File: src/sv/zps_pkg.sv
`timescale 1ns / 1ps
// ----------------------------------------------------------------------------
// zps_pkg : shared types and constants of the z-buffered SSAA pixel shader
// Field widths, fixed-point constants, queue entry and status types.
// ----------------------------------------------------------------------------
package zps_pkg;

  localparam int FRAME_WIDTH_DEF  = 256;
  localparam int FRAME_HEIGHT_DEF = 256;
  localparam int SAMPLES          = 4;

  localparam int COORD_W = 12;            // 8.4 vertex coordinate
  localparam int Z_W     = 15;            // signed corner depth
  localparam int PIX_W   = 8;
  localparam int COL_W   = 8;
  localparam int DEPTH_W = 17;            // stored, clamped depth
  localparam int DIFF_W  = COORD_W + 1;   // signed coordinate difference
  localparam int EDGE_W  = 2 * DIFF_W + 2;
  localparam int AREA_W  = EDGE_W + 2;
  localparam int NUM_W   = EDGE_W + Z_W + 3;
  localparam int CNT_W   = $clog2(NUM_W + 1);

  localparam logic signed [DEPTH_W-1:0] DEPTH_MIN = {1'b1, {(DEPTH_W-1){1'b0}}};
  localparam logic signed [DEPTH_W-1:0] DEPTH_MAX = {1'b0, {(DEPTH_W-1){1'b1}}};

  typedef enum logic {
    CMD_LOAD  = 1'b0,
    CMD_SHADE = 1'b1
  } cmd_e;

  // what the back end has to do with one queued transaction
  typedef enum logic [1:0] {
    K_NOP   = 2'd0,   // zero result, no state change
    K_LOAD  = 2'd1,
    K_SHADE = 2'd2
  } kind_e;

  typedef struct packed {
    kind_e                      kind;
    logic [1:0]                 vidx;
    logic [COORD_W-1:0]         vx;
    logic [COORD_W-1:0]         vy;
    logic signed [Z_W-1:0]      vz;
    logic [3*COL_W-1:0]         color;   // {blue, green, red}
    logic [PIX_W-1:0]           px;
    logic [PIX_W-1:0]           py;
  } q_entry_t;

  typedef struct packed {
    logic                       depth_unused;
    logic signed [DEPTH_W-1:0]  depth;
    logic [3*COL_W-1:0]         color;
  } sample_raw_t;

  typedef struct packed {
    logic signed [DEPTH_W-1:0]  depth;
    logic [3*COL_W-1:0]         color;
  } sample_t;

  typedef struct packed {
    logic clearing;
  } back_status_t;

endpackage

File: src/sv/zps_queue.sv
`timescale 1ns / 1ps
// ----------------------------------------------------------------------------
// zps_queue : two-entry queue between front and back end
// Lets the front keep accepting while the back end works on a pixel.
// ----------------------------------------------------------------------------
module zps_queue (
  input  logic               clk_i,
  input  logic               rst_ni,
  input  logic               push_i,
  input  zps_pkg::q_entry_t  entry_i,
  output logic               full_o,
  output logic               avail_o,
  input  logic               pop_i,
  output zps_pkg::q_entry_t  head_o
);
  import zps_pkg::*;

  q_entry_t   slot_q [2];
  logic       wr_ptr_q, rd_ptr_q;
  logic [1:0] cnt_q;

  assign full_o  = (cnt_q == 2'd2);
  assign avail_o = (cnt_q != 2'd0);
  assign head_o  = slot_q[rd_ptr_q];

  always_ff @(posedge clk_i) begin
    if (push_i) begin
      slot_q[wr_ptr_q] <= entry_i;
    end
  end

  always_ff @(posedge clk_i or negedge rst_ni) begin
    if (!rst_ni) begin
      wr_ptr_q <= 1'b0;
      rd_ptr_q <= 1'b0;
      cnt_q    <= 2'd0;
    end else begin
      if (push_i) wr_ptr_q <= !wr_ptr_q;
      if (pop_i)  rd_ptr_q <= !rd_ptr_q;
      cnt_q <= cnt_q + 2'(push_i) - 2'(pop_i);
    end
  end

  a_no_overflow: assert property (@(posedge clk_i) disable iff (!rst_ni)
    full_o |-> !push_i || pop_i) else $error("queue overflow");
  a_no_underflow: assert property (@(posedge clk_i) disable iff (!rst_ni)
    pop_i |-> avail_o) else $error("queue underflow");
  a_cnt_range: assert property (@(posedge clk_i) disable iff (!rst_ni)
    cnt_q != 2'd3) else $error("queue count out of range");

endmodule

File: config.mk
export PLATFORM = sky130hd
export DESIGN_NAME = zps_queue
export DESIGN_NICKNAME = d
export VERILOG_FILES = /design/src/sv/zps_pkg.sv /design/src/sv/zps_queue.sv
export SDC_FILE = /design/constraint.sdc
export NUM_CORES = 1
export LEC_CHECK = 0
export BUFFER_PORTS_ARGS = -buffer_cell sky130_fd_sc_hd__buf_2
export CAP_MARGIN = 5
export CORE_MARGIN = 2
export CORE_UTILIZATION = 52
export DETAILED_ROUTE_END_ITERATION = 6
export PLACE_DENSITY = 0.79
export SYNTH_ARGS = -nofsm -noshare
export SYNTH_HDL_FRONTEND = slang
export SYNTH_SLANG_ARGS = --single-unit
export TNS_END_PERCENT = 30
File: constraint.sdc
create_clock -name clk_i -period 5.45 [get_ports clk_i]
set_clock_uncertainty 0.1 [all_clocks]
set_input_delay 1.09 -clock clk_i [delete_from_list [all_inputs] [get_ports clk_i]]
set_output_delay 1.09 -clock clk_i [all_outputs]
set_load 0.03 [all_outputs]
==> results.md <==
Timing:
- The worst path needs between 3 and 4 ns of the cycle, external delays included.
- The maximum achievable frequency is between 300 and 400 MHz.
- The share of the clock period used by the worst path after layout is 59.1%.
- Setup repair after global routing left no endpoint under its margin.
- The worst pin sits at a relative slew slack of a little under a quarter.
- Setup violations remaining at the end of the flow were counted as 0.
- The final number of hold-violating endpoints is 0.
- The accumulated negative setup slack is 0 ns.
- The number of pins with negative max-slew slack in the final report is 0.
- The actual slew at the worst max-slew pin is about 1.1 ns.

Floorplan:
- In this run the vertical extent of the chip is between 100 and 150 um.
- Once the floorplan was initialized, standard cells occupied roughly 53% of the core.
- The count of standard-cell rows is 40.
- The die width is 115 um.
- The die covers between 10,000 and 15,000 sq um.
- In this run the standard cell core region covers about 12,000 sq um.
- The I/O pin count is between 150 and 200.

Run status:
- The flow ran to the end, and the final reports show no timing, DRC or antenna violations.

Critical path:
- The sort of element at the end of the critical path is an output port.
- The maximum fanout count along the critical path is 45.
- The worst setup path is launched from a flop.
- The data arrival at the endpoint of the critical path is 2.03 ns.
- The critical path class is flop to output port.
- The required time at the endpoint of the critical path is about 4.3 ns.

Synth:
- The top-area cell type share of the netlist area is between 70% and 80%.
- The total number of yosys warnings is 0.
- Of all cell types, the one taking the most synthesized area is edfxtp_1.
- The unique cell type count in the Yosys netlist is 13.
- Synthesis produced a netlist with a net count of about 360.
- Dividing the synthesized area by the synthesized cell count gives between 20 and 25 sq um.
- Counting every instance in the synthesized netlist gives around 270.
- The cell area that synthesis handed to floorplanning was ~6400 sq um.
- In the post-synthesis netlist, the biggest area contributors are edfxtp_1, mux2_4, mux2_2, dfrtp_1, buf_6.
- Summing the sequential cell areas from Yosys gives between 70% and 80% of the chip area.
- The register bit count reported by yosys is 170.

CTS:
- The H-tree depth is 4.
- The quantity of hold-fixing buffers added after cts is 0.
- The maximum root-to-sink buffer count is 2.
- The register clock-pin slew on the reported worst setup and hold paths is 0.06 ns.
- The CTS tree is yes.
- The cell at the root of the clock tree is clkbuf_16.
- Gates resized during post-CTS repair numbered 0.
- The source-to-sink clock delay at the later pin of the worst-skew pair is a little over 0.4 ns.
- The clock drives 170 sinks.
- In this run the post-CTS setup repair buffer count came out at 0.
- TritonCTS created 17 clock buffers.

Drt:
- The count of nets left with antenna violations after detail routing is 0.
- The first detailed-routing pass took 4 iterations.
- In the routed design, unresolved DRC markers number 0.
- The final routed wirelength across all metal layers is about 10 mm.
- The count of vias placed by the detailed router is approximately 3,100.
- The routed length per placed instance is approximately 16 um.
- The detailed router finished its first iteration with around 220 violations.
- Dividing the detail-routed via count by the number of cells gives around 4.8.

Global route:
- The global-route wire length before repair is around 15 mm.
- Summed over all layers, the global routing overflow is 0.
- The met3 capacity usage during global routing is roughly 6.9%.
- In this run the most used layer during global routing was met2.
- Global routing consumed, on the met1 layer, approximately 19% of the routing resources.
- Across every metal layer, demand over resource in global routing totals 15.8%.
- The number of global-route vias before repair is roughly 3,000.
- The routing usage on met2 is approximately 25%.
- Entering global routing, the biggest net connects 84 pins.
- The initial antenna violation count is 1.

Final layout:
- The final-layout fill cell count is about 800.
- The final core area utilization is 66.7%.
- The synthesis-to-finish area growth is 25.1%.
- In the final design database the tool counted 546 nets.
- The fraction of final layout cells with drive strength greater than 1 is between 60 and 70%.

Placed design:
- The total of buffers placed on input and output ports is around 170.
- At the end of routability-driven placement, the weighted congestion stood at 0.722.
- The detailed-placement wirelength estimate is approximately 6.7 mm.

Min path:
- In this run the worst hold path is classified as input port to async pin.

Run:
- Across the run, the number of max-cap violations was 0.

Power and ir drop:
- The worst vdd rail ir drop is 0.000391 V.
- The leakage power figure is 3.23 nW.
- In this run the power density over the cells is 577 nW/um^2.
==> worst max-delay path: stages, from the launching register on <==
cell and delay (ns):
dfrtp_4 0.40, buf_4 0.58, mux2_2 0.42, buf_2 0.18
==> state kept, by name, indices dropped and copies added, names as in the netlist <==
signal    flops
wr_ptr_q      1
slot_q      166
rd_ptr_q      1
cnt_q         2
==> cell families after synthesis <==
| kind of cell | after synthesis | synth area share (%) |
|---|---|---|
| buf+inv | 11 | 1.50 |
| xor+xnor | 3 | 0.642 |
| simple gates | 4 | 0.389 |
| flops | 170 | 79.1 |
| mux | 83 | 18.0 |
| fa+ha+maj | 2 | 0.389 |
==> path summary, 6_finish.rpt <==
check,cells past startpoint,start,endpoint,slack (ns)
min in group clk_i,1,wr_ptr_q$_DFFE_PN0P_,wr_ptr_q$_DFFE_PN0P_,0.45
hold reg to reg,1,wr_ptr_q$_DFFE_PN0P_,wr_ptr_q$_DFFE_PN0P_,0.45
setup reg to reg,2,wr_ptr_q$_DFFE_PN0P_,slot_q[0][77]$_DFFE_PP_,3.30
setup / recovery,3,rd_ptr_q$_DFFE_PN0P_,head_o[12],2.23
hold / removal,1,rst_ni,cnt_q[0]$_DFF_PN0_,0.37
max in group asynchronous,1,rst_ni,rd_ptr_q$_DFFE_PN0P_,4.75
==> Yosys cell counts (all sizes together) <==
library cell,instances
dfrtp,4
ha,2
xor3,1
edfxtp,166
mux2,83
buf,9
xor2,2
nor2b,2
and2,1
inv,2
or2,1
==> routing by layer <==
| layer | vias to the layer above | part of all wire [%] | wire length [um] |
|---|---|---|---|
| met5 | - | 0 | 0 |
| met4 | 0 | 0.82 | 84 |
| met3 | 8 | 8.2 | 843 |
| met2 | 131 | 49 | 5050 |
| met1 | 1494 | 42 | 4310 |
| li1 | 1449 | - | - |
==> metrics by stage <==
| stage | worst slack (ns) | hold slack (ns) | instances | total power, W | instance area (sq um) |
|---|---|---|---|---|---|
| 2_1_floorplan | 0.0990 | 0.355 | 273 | 0.00317 | 6430 |
| 3_3_place_gp | 2.47 | 0.431 | 606 | 0.00350 | 7460 |
| 3_5_place_dp | 2.44 | 0.438 | 606 | 0.00353 | 7460 |
| 4_1_cts | 2.22 | 0.354 | 638 | 0.00470 | 8040 |
| 5_1_grt | 2.15 | 0.352 | 638 | 0.00484 | 8040 |
| 6_report | 2.23 | 0.368 | 639 | 0.00464 | 8040 |
==> area by class of cell <==
cell class	instances	area (sq um)	share of cell area, %
antenna	1	2.50	0.0311
clock buffer	17	425	5.29
sequential	170	5090	63.3
timing repair buffer	174	891	11.1
inverter	2	7.51	0.0933
tap	168	210	2.61
clock inverter	15	158	1.96
multi-input combinational	92	1260	15.7
==> where the power goes <==
group / internal [W] / switching (W) / leakage (nW)
sequential: 0.00174 / 0.0000644 / 1.60
clock: 0.000711 / 0.000453 / 0.284
combinational: 0.000642 / 0.00103 / 1.34
==> cells in the final DEF (no fill, tap or decap), drive strengths merged <==
master / synthesis / routed
buf: 9 / 174
edfxtp: 166 / 166
bufinv: 0 / 3
clkinvlp: 0 / 1
clkbuf: 0 / 17
and2: 1 / 1
or2: 1 / 1
xor3: 1 / 1
ha: 2 / 2
diode: 0 / 1
inv: 2 / 2
clkinv: 0 / 11
mux2: 83 / 83
nor2b: 2 / 2
xor2: 2 / 2
dfrtp: 4 / 4
(Power assumes the default switching activity.)
